--- config.mk ---
export PLATFORM = sky130hd
export DESIGN_NAME = ultrasonic_echo_ranger
export DESIGN_NICKNAME = d
export VERILOG_FILES = /design/src/rtl/ecr_pkg.sv /design/src/rtl/ecr_conv.sv /design/src/rtl/ecr_fmt.sv /design/src/rtl/ultrasonic_echo_ranger.sv
export SDC_FILE = /design/constraint.sdc
export NUM_CORES = 1
export LEC_CHECK = 0
export BUFFER_PORTS_ARGS = -buffer_cell sky130_fd_sc_hd__buf_4
export CAP_MARGIN = 30
export CELL_PAD_IN_SITES_DETAIL_PLACEMENT = 0
export CELL_PAD_IN_SITES_GLOBAL_PLACEMENT = 2
export CORE_MARGIN = 10
export CORE_UTILIZATION = 45
export CTS_CLUSTER_DIAMETER = 60
export DETAILED_ROUTE_END_ITERATION = 7
export GPL_TIMING_DRIVEN = 0
export PLACE_DENSITY_LB_ADDON = 0.1
export SYNTH_ARGS = -nofsm -noshare
export SYNTH_HDL_FRONTEND = slang
export SYNTH_HIERARCHICAL = 1
export SYNTH_SLANG_ARGS = --single-unit
--- constraint.sdc ---
create_clock -name aclk -period 18 [get_ports aclk]
set_clock_uncertainty 0.05 [all_clocks]
set_input_delay 2.7 -clock aclk [delete_from_list [all_inputs] [get_ports aclk]]
set_output_delay 2.7 -clock aclk [all_outputs]
set_load 0.02 [all_outputs]
--- src/rtl/ecr_pkg.sv ---
// Shared constants, codes and helper functions of the ultrasonic echo ranger.
// Used by ecr_conv, ecr_fmt and the ultrasonic_echo_ranger top level.
package ecr_pkg;

    typedef logic [1:0] phase_t;
    typedef logic [2:0] cfg_addr_t;

    localparam phase_t PH_TRIGGER = 2'd0;
    localparam phase_t PH_WAIT    = 2'd1;
    localparam phase_t PH_COUNT   = 2'd2;
    localparam phase_t PH_PAUSE   = 2'd3;

    localparam cfg_addr_t CFG_TRIGGER_TICKS   = 3'd0;
    localparam cfg_addr_t CFG_PAUSE_TICKS     = 3'd1;
    localparam cfg_addr_t CFG_LOOP_CYCLES     = 3'd2;
    localparam cfg_addr_t CFG_OFFSET_CYCLES   = 3'd3;
    localparam cfg_addr_t CFG_COUNT_LIMIT     = 3'd4;
    localparam cfg_addr_t CFG_FRACTION_DIGITS = 3'd5;

    localparam logic [10:0] MUL_K       = 11'd1715;
    localparam int          MUL_SHIFT   = 4;
    localparam int          FRAC_DIGITS = 4;
    localparam logic [2:0]  FD_MAX      = 3'd4;

    localparam logic [7:0] CHAR_ZERO  = 8'h30;
    localparam logic [7:0] CHAR_POINT = 8'h2E;

    // Decimal digits needed for any value of the given bit width.
    function automatic int ecr_digits(input int dw);
        return ((dw * 1233) >>> 12) + 1;
    endfunction

endpackage

--- src/rtl/ecr_conv.sv ---
// Conversion engine: two registered multiplies, then a shared shift-and-adjust
// unit that turns the distance into decimal digits one bit per cycle.
// Depends on ecr_pkg.
module ecr_conv #(
    parameter int COUNT_WIDTH = 16,
    localparam int DW   = COUNT_WIDTH + 13,
    localparam int NDIG = ecr_pkg::ecr_digits(COUNT_WIDTH + 13),
    localparam int NW   = NDIG - ecr_pkg::FRAC_DIGITS,
    localparam int NWW  = $clog2(NW + 1)
) (
    input  logic                   aclk,
    input  logic                   aresetn,
    input  logic                   start,
    input  logic [COUNT_WIDTH-1:0] count,
    input  logic [5:0]             loop_cycles,
    input  logic [5:0]             offset_cycles,
    input  logic [2:0]             fraction_digits,
    output logic                   busy,
    output logic [4*NDIG-1:0]      bcd,
    output logic [NWW-1:0]         whole_len,
    output logic [2:0]             frac_len
);
    import ecr_pkg::*;

    localparam int CYW = COUNT_WIDTH + 6;
    localparam int PW  = CYW + 11;
    localparam int STW = $clog2(DW + 1);

    localparam logic [2:0] C_IDLE   = 3'd0;
    localparam logic [2:0] C_MUL1   = 3'd1;
    localparam logic [2:0] C_MUL2   = 3'd2;
    localparam logic [2:0] C_DABBLE = 3'd3;
    localparam logic [2:0] C_LEAD   = 3'd4;

    logic [2:0]             state_reg, state_next;
    logic [COUNT_WIDTH-1:0] cnt_reg;
    logic [5:0]             loop_reg;
    logic [5:0]             off_reg;
    logic [2:0]             fd_reg;
    logic [CYW-1:0]         cyc_reg;
    logic [DW-1:0]          d_reg;
    logic [4*NDIG-1:0]      bcd_reg;
    logic [STW-1:0]         step_reg;
    logic [NWW-1:0]         nw_reg;

    logic [CYW-1:0]    mul1_res;
    logic [PW-1:0]     mul2_res;
    logic [4*NDIG-1:0] bcd_adj;
    logic [NWW-1:0]    nw_calc;

    always_comb begin
        mul1_res = CYW'(cnt_reg) * CYW'(loop_reg) + CYW'(off_reg);
        mul2_res = PW'(cyc_reg) * PW'(MUL_K);
        for (int i = 0; i < NDIG; i++) begin
            bcd_adj[4*i +: 4] = (bcd_reg[4*i +: 4] >= 4'd5) ?
                                bcd_reg[4*i +: 4] + 4'd3 : bcd_reg[4*i +: 4];
        end
        nw_calc = NWW'(1);
        for (int i = 0; i < NW; i++) begin
            if (bcd_reg[4*(i+FRAC_DIGITS) +: 4] != 4'd0) begin
                nw_calc = NWW'(i + 1);
            end
        end
    end

    always_comb begin
        state_next = state_reg;
        unique case (state_reg)
            C_IDLE:   if (start) state_next = C_MUL1;
            C_MUL1:   state_next = C_MUL2;
            C_MUL2:   state_next = C_DABBLE;
            C_DABBLE: if (step_reg == STW'(DW - 1)) state_next = C_LEAD;
            C_LEAD:   state_next = C_IDLE;
            default:  state_next = C_IDLE;
        endcase
    end

    always_ff @(posedge aclk) begin
        if (!aresetn) begin
            state_reg <= C_IDLE;
        end else begin
            state_reg <= state_next;
        end
    end

    always_ff @(posedge aclk) begin
        unique case (state_reg)
            C_IDLE: begin
                if (start) begin
                    cnt_reg  <= count;
                    loop_reg <= loop_cycles;
                    off_reg  <= offset_cycles;
                    fd_reg   <= (fraction_digits > FD_MAX) ? FD_MAX : fraction_digits;
                end
            end
            C_MUL1: begin
                cyc_reg <= mul1_res;
            end
            C_MUL2: begin
                d_reg    <= mul2_res[PW-1:MUL_SHIFT];
                bcd_reg  <= '0;
                step_reg <= '0;
            end
            C_DABBLE: begin
                bcd_reg  <= {bcd_adj[4*NDIG-2:0], d_reg[DW-1]};
                d_reg    <= {d_reg[DW-2:0], 1'b0};
                step_reg <= step_reg + STW'(1);
            end
            C_LEAD: begin
                nw_reg <= nw_calc;
            end
            default: begin
            end
        endcase
    end

    assign busy      = (state_reg != C_IDLE);
    assign bcd       = bcd_reg;
    assign whole_len = nw_reg;
    assign frac_len  = fd_reg;

endmodule

--- src/rtl/ecr_fmt.sv ---
// Character formatter: picks the ASCII character at a given position of a
// reading from its decimal digits, and gives the reading's length. Depends on ecr_pkg.
module ecr_fmt #(
    parameter int NDIG       = 12,
    parameter int CHAR_SLOTS = 10,
    localparam int NW  = NDIG - ecr_pkg::FRAC_DIGITS,
    localparam int NWW = $clog2(NW + 1),
    localparam int CIW = $clog2(CHAR_SLOTS + 1)
) (
    input  logic [4*NDIG-1:0] bcd,
    input  logic [NWW-1:0]    whole_len,
    input  logic [2:0]        frac_len,
    input  logic [CIW-1:0]    idx,
    output logic [CIW-1:0]    total,
    output logic [7:0]        code
);
    import ecr_pkg::*;

    localparam int SW = NWW + 3;

    logic [SW-1:0] nw_ext, fd_ext, idx_ext, sum, sel, frac_pos;
    logic [3:0]    digit;

    always_comb begin
        nw_ext   = SW'(whole_len);
        fd_ext   = SW'(frac_len);
        idx_ext  = SW'(idx);
        sum      = nw_ext + ((fd_ext != '0) ? fd_ext + SW'(1) : '0);
        total    = (sum > SW'(CHAR_SLOTS)) ? CIW'(CHAR_SLOTS) : sum[CIW-1:0];
        frac_pos = idx_ext - nw_ext - SW'(1);
        if (idx_ext < nw_ext) begin
            sel = nw_ext + SW'(FRAC_DIGITS - 1) - idx_ext;
        end else begin
            sel = SW'(FRAC_DIGITS - 1) - frac_pos;
        end
        digit = 4'd0;
        for (int i = 0; i < NDIG; i++) begin
            if (sel == SW'(i)) begin
                digit = bcd[4*i +: 4];
            end
        end
        code = (idx_ext == nw_ext) ? CHAR_POINT : (CHAR_ZERO | {4'b0000, digit});
    end

endmodule

--- src/rtl/ultrasonic_echo_ranger.sv ---
// Ultrasonic ranger controller: one input beat is one counting tick carrying the
// echo level, and every tick returns one output beat with the trigger level and,
// during the pause after a reading, one ASCII character of the distance in
// millimetres with the fraction digits. Ordinary ticks do not stall the input. The
// tick that ends a measurement starts the conversion engine, and the next tick is
// taken only once the engine is idle again: two multiplies, COUNT_WIDTH + 13
// steps of the shared shift-and-adjust unit and one step to find the leading digit.
// A beat is accepted only while the output register is empty or being read.
// Depends on ecr_pkg, ecr_conv and ecr_fmt.
module ultrasonic_echo_ranger #(
    parameter int COUNT_WIDTH = 16,
    parameter int CHAR_SLOTS  = 10
) (
    input  logic              aclk,
    input  logic              aresetn,
    input  logic              s_tvalid,
    output logic              s_tready,
    input  logic [7:0]        s_tdata,      // [0] echo_level
    output logic              m_tvalid,
    input  logic              m_tready,
    output logic [15:0]       m_tdata,      // [0] trigger_level, [8:1] char_code
    output logic [0:0]        m_tuser,      // [0] char_valid
    output logic              m_tlast,
    input  logic              cfg_wr_en,
    input  ecr_pkg::cfg_addr_t cfg_addr,
    input  logic [23:0]       cfg_wr_data
);
    import ecr_pkg::*;

    localparam int DW   = COUNT_WIDTH + 13;
    localparam int NDIG = ecr_digits(DW);
    localparam int NW   = NDIG - FRAC_DIGITS;
    localparam int NWW  = $clog2(NW + 1);
    localparam int CIW  = $clog2(CHAR_SLOTS + 1);
    localparam int LW   = (COUNT_WIDTH > 16) ? COUNT_WIDTH : 16;

    logic [7:0]  trig_ticks_reg;
    logic [23:0] pause_ticks_reg;
    logic [5:0]  loop_reg;
    logic [5:0]  offset_reg;
    logic [15:0] limit_reg;
    logic [2:0]  frac_reg;

    phase_t                 phase_reg, phase_next;
    logic [23:0]            ticks_reg, ticks_next;
    logic [COUNT_WIDTH-1:0] count_reg, count_next;
    logic [CIW-1:0]         char_next_reg, char_next_next;

    logic       out_valid_reg;
    logic       trig_out_reg, trig_out;
    logic       cval_out_reg, cval_out;
    logic [7:0] code_out_reg, code_out;
    logic       last_out_reg, last_out;

    logic                   s_acc, echo, finish, conv_start, conv_busy;
    logic [LW-1:0]          lim_ext, maxc_ext;
    logic [COUNT_WIDTH-1:0] limit, count_inc;
    logic [7:0]             trig_len;
    logic [23:0]            ticks_inc, ticks_sat;
    logic [CIW-1:0]         char_total, char_inc;
    logic [7:0]             char_code;
    logic [4*NDIG-1:0]      bcd;
    logic [NWW-1:0]         whole_len;
    logic [2:0]             frac_len;

    assign s_tready = !conv_busy && (!out_valid_reg || m_tready);
    assign s_acc    = s_tvalid && s_tready;
    assign echo     = s_tdata[0];

    always_comb begin
        lim_ext   = LW'(limit_reg);
        maxc_ext  = LW'({COUNT_WIDTH{1'b1}});
        limit     = (lim_ext < maxc_ext) ? lim_ext[COUNT_WIDTH-1:0] : maxc_ext[COUNT_WIDTH-1:0];
        count_inc = (count_reg < limit) ? count_reg + COUNT_WIDTH'(1) : count_reg;
        trig_len  = (trig_ticks_reg == 8'd0) ? 8'd1 : trig_ticks_reg;
        ticks_inc = ticks_reg + 24'd1;
        ticks_sat = (ticks_reg != 24'hFFFFFF) ? ticks_inc : ticks_reg;
        char_inc  = char_next_reg + CIW'(1);
    end

    always_comb begin
        phase_next     = phase_reg;
        ticks_next     = ticks_reg;
        count_next     = count_reg;
        char_next_next = char_next_reg;
        trig_out       = 1'b0;
        cval_out       = 1'b0;
        code_out       = 8'd0;
        last_out       = 1'b0;
        finish         = 1'b0;
        unique case (phase_reg)
            PH_TRIGGER: begin
                trig_out   = 1'b1;
                count_next = '0;
                if (ticks_inc >= {16'd0, trig_len}) begin
                    phase_next = PH_WAIT;
                    ticks_next = '0;
                end else begin
                    ticks_next = ticks_inc;
                end
            end
            PH_WAIT, PH_COUNT: begin
                if (echo) begin
                    count_next = count_inc;
                    if (count_inc >= limit) begin
                        finish = 1'b1;
                    end else begin
                        phase_next = PH_COUNT;
                    end
                end else if (phase_reg == PH_COUNT) begin
                    finish = 1'b1;
                end
            end
            PH_PAUSE: begin
                if (char_next_reg < char_total) begin
                    cval_out       = 1'b1;
                    code_out       = char_code;
                    last_out       = (char_inc == char_total);
                    char_next_next = char_inc;
                end
                ticks_next = ticks_sat;
                if (ticks_sat >= pause_ticks_reg && char_next_next >= char_total) begin
                    phase_next = PH_TRIGGER;
                    ticks_next = '0;
                end
            end
            default: begin
            end
        endcase
        if (finish) begin
            phase_next     = PH_PAUSE;
            ticks_next     = '0;
            char_next_next = '0;
        end
    end

    assign conv_start = s_acc && finish;

    always_ff @(posedge aclk) begin
        if (!aresetn) begin
            trig_ticks_reg  <= 8'd18;
            pause_ticks_reg <= 24'd1777778;
            loop_reg        <= 6'd9;
            offset_reg      <= 6'd4;
            limit_reg       <= 16'd65535;
            frac_reg        <= 3'd4;
        end else if (cfg_wr_en) begin
            unique case (cfg_addr)
                CFG_TRIGGER_TICKS:   trig_ticks_reg  <= cfg_wr_data[7:0];
                CFG_PAUSE_TICKS:     pause_ticks_reg <= cfg_wr_data;
                CFG_LOOP_CYCLES:     loop_reg        <= cfg_wr_data[5:0];
                CFG_OFFSET_CYCLES:   offset_reg      <= cfg_wr_data[5:0];
                CFG_COUNT_LIMIT:     limit_reg       <= cfg_wr_data[15:0];
                CFG_FRACTION_DIGITS: frac_reg        <= cfg_wr_data[2:0];
                default: begin
                end
            endcase
        end
    end

    always_ff @(posedge aclk) begin
        if (!aresetn) begin
            phase_reg     <= PH_TRIGGER;
            ticks_reg     <= '0;
            count_reg     <= '0;
            char_next_reg <= '0;
            out_valid_reg <= 1'b0;
        end else begin
            if (s_acc) begin
                phase_reg     <= phase_next;
                ticks_reg     <= ticks_next;
                count_reg     <= count_next;
                char_next_reg <= char_next_next;
                out_valid_reg <= 1'b1;
            end else if (m_tready) begin
                out_valid_reg <= 1'b0;
            end
        end
    end

    always_ff @(posedge aclk) begin
        if (s_acc) begin
            trig_out_reg <= trig_out;
            cval_out_reg <= cval_out;
            code_out_reg <= code_out;
            last_out_reg <= last_out;
        end
    end

    ecr_conv #(
        .COUNT_WIDTH(COUNT_WIDTH)
    ) u_conv (
        .aclk            (aclk),
        .aresetn         (aresetn),
        .start           (conv_start),
        .count           (count_next),
        .loop_cycles     (loop_reg),
        .offset_cycles   (offset_reg),
        .fraction_digits (frac_reg),
        .busy            (conv_busy),
        .bcd             (bcd),
        .whole_len       (whole_len),
        .frac_len        (frac_len)
    );

    ecr_fmt #(
        .NDIG       (NDIG),
        .CHAR_SLOTS (CHAR_SLOTS)
    ) u_fmt (
        .bcd       (bcd),
        .whole_len (whole_len),
        .frac_len  (frac_len),
        .idx       (char_next_reg),
        .total     (char_total),
        .code      (char_code)
    );

    assign m_tvalid = out_valid_reg;
    assign m_tdata  = {7'd0, code_out_reg, trig_out_reg};
    assign m_tuser  = cval_out_reg;
    assign m_tlast  = last_out_reg;

    a_char_bound: assert property (@(posedge aclk) disable iff (!aresetn)
        (phase_reg == PH_PAUSE && !conv_busy) |-> (char_next_reg <= char_total))
        else $error("character index ran past the reading length");

    a_trigger_out: assert property (@(posedge aclk) disable iff (!aresetn)
        (s_acc && phase_reg == PH_TRIGGER) |=> (m_tvalid && m_tdata[0]))
        else $error("trigger tick did not drive the trigger level");

    a_start_phase: assert property (@(posedge aclk) disable iff (!aresetn)
        conv_start |-> (phase_reg == PH_WAIT || phase_reg == PH_COUNT))
        else $error("conversion started outside a measurement");

    a_last_valid: assert property (@(posedge aclk) disable iff (!aresetn)
        (m_tvalid && m_tlast) |-> m_tuser[0])
        else $error("last marker on a beat without a character");

endmodule

==> flow_summary.json <==
{
  "firstDrtPassIters": 5,
  "clkPwrFrac": 0.249,
  "slowest_delay_ns": 0.84,
  "cp-end-kind": "flop",
  "maxCapViolCount": 0,
  "crit_family": "compound AO/OA/AOI/OAI gates",
  "synth_cells": 2538,
  "hold_slack_ns": 0.379,
  "timing.critical_path.mode_cell": "sky130_fd_sc_hd__nand2b_1",
  "place.port_buffers": 44,
  "switching_power_mw": 1.03,
  "routed_wire_length_per_instance_um": 17.9,
  "fmax_ghz": 0.151,
  "vdd_ir_drop_max_mv": 0.0826,
  "grt_pass1_vias": 18400,
  "rsz0062_at_grt": "no",
  "ctsRootBufferMaster": "sky130_fd_sc_hd__clkbuf_16",
  "synth_top_cells_by_count": "sky130_fd_sc_hd__inv_1, sky130_fd_sc_hd__nand2_1, sky130_fd_sc_hd__ha_1",
  "async_reset_ff_frac": 0,
  "synth_top_cells_by_area": "sky130_fd_sc_hd__edfxtp_1, sky130_fd_sc_hd__ha_1, sky130_fd_sc_hd__fa_1",
  "final.period_utilization": 0.369,
  "worstReg2RegStart": "u_conv/frac_len[0]",
  "largest_register_ff_count": 36,
  "worst_hold_path.num_cells": 0,
  "worst-path-stages": 32,
  "nNetsFinal": 3104,
  "diodes": 0,
  "critPathRequiredTime_ns": 18.39,
  "antenna_left": 0,
  "internal_power_mw": 1.59,
  "timing.critical_path.arrival_ns": 7.03,
  "timing.critical_path.buf_inv": 6,
  "routed-via-count": 18100,
  "floorplan.rows": 83,
  "power.switching_fraction": 0.392,
  "die_h_um": 248,
  "synth.yosys.seq_area_share": 0.273,
  "clkSinkCount": 250,
  "cts-buffers-inserted": 36,
  "num_io_pins": 60,
  "post-route-drc-count": 0,
  "ys.warnings.count": 6,
  "areaGrowthSynthToFinish_pct": 10.2,
  "grt_pass1_wl_mm": 97.3,
  "largest_buffer_count_on_any_clock_path": 3,
  "timing.setup.tns_ns": 0,
  "drt_first_iter_violations": 891,
  "post_cts_resized": 0,
  "finalSetupViolCount": 0,
  "min-delay-path-class": "reg -> reg",
  "outcome": "completed",
  "worstHoldStart": "offset_reg[1]",
  "cts_hold_buf": 0,
  "tritoncts": "built",
  "yosys_register_bits": 250,
  "startpoint_type": "flop",
  "floorplan.die_area_um2": 61500,
  "grt_max_degree": 32,
  "antenna_found_initial": 1,
  "synth_largest_area_cell": "sky130_fd_sc_hd__edfxtp_1",
  "synth_enable_flop_cells": 137,
  "gp_congestion": 0.853,
  "fraction_of_final_layout_cells_sized_beyond_drive_strength_1": 0.0794,
  "max-slew-margin-rel": 0.293,
  "worst_path_max_delay_cell": "sky130_fd_sc_hd__a211oi_1",
  "drt-total-wl_mm": 59.6,
  "dp_hpwl_mm": 48.2,
  "vias_per_cell": 5.43,
  "finalCriticalPeriod_ns": 6.64,
  "clk_pin_slew_ns": 0.06,
  "post_cts.repair.setup_buffers": 0,
  "grt.overflow.total": 0,
  "slew_violations": 0,
  "synthFlopType": "sky130_fd_sc_hd__edfxtp_1",
  "worst_slew_pin_slew_ns": 1.05,
  "timing.critical_path.from": "u_conv/frac_len[0]",
  "worst_skew_pair.late_latency_ns": 0.55,
  "htree_num_levels": 2,
  "floorplan.die.width_um": 248,
  "worst_r2r_path_depth": 32,
  "most_common_cell_in_the_synthesized_netlist": "sky130_fd_sc_hd__inv_1",
  "timing_worst_setup_path_type": "reg -> reg",
  "core_region_area_um2": 51400,
  "gr-usage-all-layers": 0.196,
  "power.sequential.fraction": 0.272,
  "syn-cell-area_um2": 23400,
  "synth_largest_type_area_fraction": 0.176,
  "timing.critical_path.fanout_max": 10,
  "leak_nw": 11.8,
  "synth.distinct_cells": 119,
  "power.density_nw_per_um2": 102,
  "start_util": 0.455,
  "syn_avg_cell_area_um2": 9.22,
  "power.combinational.fraction": 0.478,
  "finalHoldViolations": 0
}
==> final cells by class <==
class | count | area [µm²]
clock buffer | 42 | 933
timing repair buffer | 48 | 397
fill | 4883 | 25600
multi-input combinational | 1852 | 15200
buffer | 104 | 561
inverter | 339 | 1270
sequential | 250 | 6380
tap | 680 | 851
clock inverter | 23 | 154
==> stage by stage <==
stage	worst slack (ns)	power [mW]	std cells	util	instance area, µm²
after global placement	10.81	1.97	3269	0.479	24600
after detailed placement	11.37	1.98	3273	0.480	24700
after global routing	10.72	2.86	3338	0.501	25800
final	11.36	2.62	3338	0.501	25800
after floorplan	12.09	1.71	2545	-	23400
after CTS	11.34	2.65	3338	0.501	25800
==> layout by cell type (no fill, tap or decap), types with 7 or more instances in the layout <==
| master | count |
|---|---|
| sky130_fd_sc_hd__a211oi_1 | 16 |
| sky130_fd_sc_hd__a21o_1 | 39 |
| sky130_fd_sc_hd__a21oi_1 | 145 |
| sky130_fd_sc_hd__a22o_1 | 12 |
| sky130_fd_sc_hd__a31oi_1 | 21 |
| sky130_fd_sc_hd__and2_1 | 47 |
| sky130_fd_sc_hd__and3_1 | 29 |
| sky130_fd_sc_hd__and4_1 | 8 |
| sky130_fd_sc_hd__buf_4 | 56 |
| sky130_fd_sc_hd__clkbuf_1 | 71 |
| sky130_fd_sc_hd__clkbuf_16 | 36 |
| sky130_fd_sc_hd__clkinv_1 | 7 |
| sky130_fd_sc_hd__clkinv_2 | 10 |
| sky130_fd_sc_hd__conb_1 | 10 |
| sky130_fd_sc_hd__dfxtp_1 | 113 |
| sky130_fd_sc_hd__edfxtp_1 | 137 |
| sky130_fd_sc_hd__fa_1 | 153 |
| sky130_fd_sc_hd__ha_1 | 280 |
| sky130_fd_sc_hd__inv_1 | 334 |
| sky130_fd_sc_hd__mux2i_1 | 34 |
| sky130_fd_sc_hd__nand2_1 | 288 |
| sky130_fd_sc_hd__nand2b_1 | 35 |
| sky130_fd_sc_hd__nand3_1 | 36 |
| sky130_fd_sc_hd__nand4_1 | 38 |
| sky130_fd_sc_hd__nor2_1 | 143 |
| sky130_fd_sc_hd__nor2b_1 | 10 |
| sky130_fd_sc_hd__nor3_1 | 44 |
| sky130_fd_sc_hd__nor4_1 | 12 |
| sky130_fd_sc_hd__o211ai_1 | 37 |
| sky130_fd_sc_hd__o21a_1 | 10 |
| sky130_fd_sc_hd__o21ai_0 | 70 |
| sky130_fd_sc_hd__o21bai_1 | 7 |
| sky130_fd_sc_hd__o22ai_1 | 7 |
| sky130_fd_sc_hd__o31ai_1 | 17 |
| sky130_fd_sc_hd__or2_2 | 12 |
| sky130_fd_sc_hd__or3_1 | 14 |
| sky130_fd_sc_hd__xnor2_1 | 65 |
| sky130_fd_sc_hd__xor2_1 | 37 |
==> worst reg2reg max path: cells and delay by family, from the launching register on <==
kind	cells	cell delay (ns)
AOI/OAI and AO/OA	11	2.35
xor gates and xnor gates	1	0.12
adders and majority gates	5	1.34
buffers and inverters	6	0.88
DFF	1	0.42
and+or+nand+nor	9	1.36
==> cells by family (layout without fill, tap and decap cells) <==
| family | count (synthesis) | in the layout | share of synthesized area |
|---|---|---|---|
| flops | 250 | 250 | 0.273 |
| xor+xnor | 102 | 102 | 0.0382 |
| fa+ha+maj | 434 | 434 | 0.281 |
| compound gates | 498 | 498 | 0.147 |
| mux | 44 | 44 | 0.0214 |
| simple gates | 764 | 764 | 0.161 |
| other cells | 3 | 10 | 0.000481 |
| buf+inv | 443 | 556 | 0.0783 |
==> power groups by stage <==
stage,sequential [mW],clock [mW],combinational [mW]
6_report,0.714,0.653,1.25
2_1_floorplan,0.721,0,0.989
4_1_cts,0.714,0.674,1.26
3_5_place_dp,0.726,0,1.25
5_1_grt,0.718,0.692,1.45
3_3_place_gp,0.727,0,1.24
==> final timing paths <==
path                             to  slack (ns)
setup reg to reg      ticks_reg[18]       11.36
hold reg to reg   u_conv/off_reg[1]        0.38
setup / recovery      ticks_reg[18]       11.36
hold / removal    u_conv/off_reg[1]        0.38
==> routing by layer <==
| layer | share of wire | vias to the layer above | global-route usage |
|---|---|---|---|
| met1 | 0.45 | 8722 | 0.251 |
| li1 | - | 8958 | - |
| met4 | 0.038 | 0 | 0.0794 |
| met2 | 0.47 | 349 | 0.328 |
| met5 | 0 | - | 0 |
| met3 | 0.043 | 108 | 0.0293 |
(Power assumes the default switching activity.)
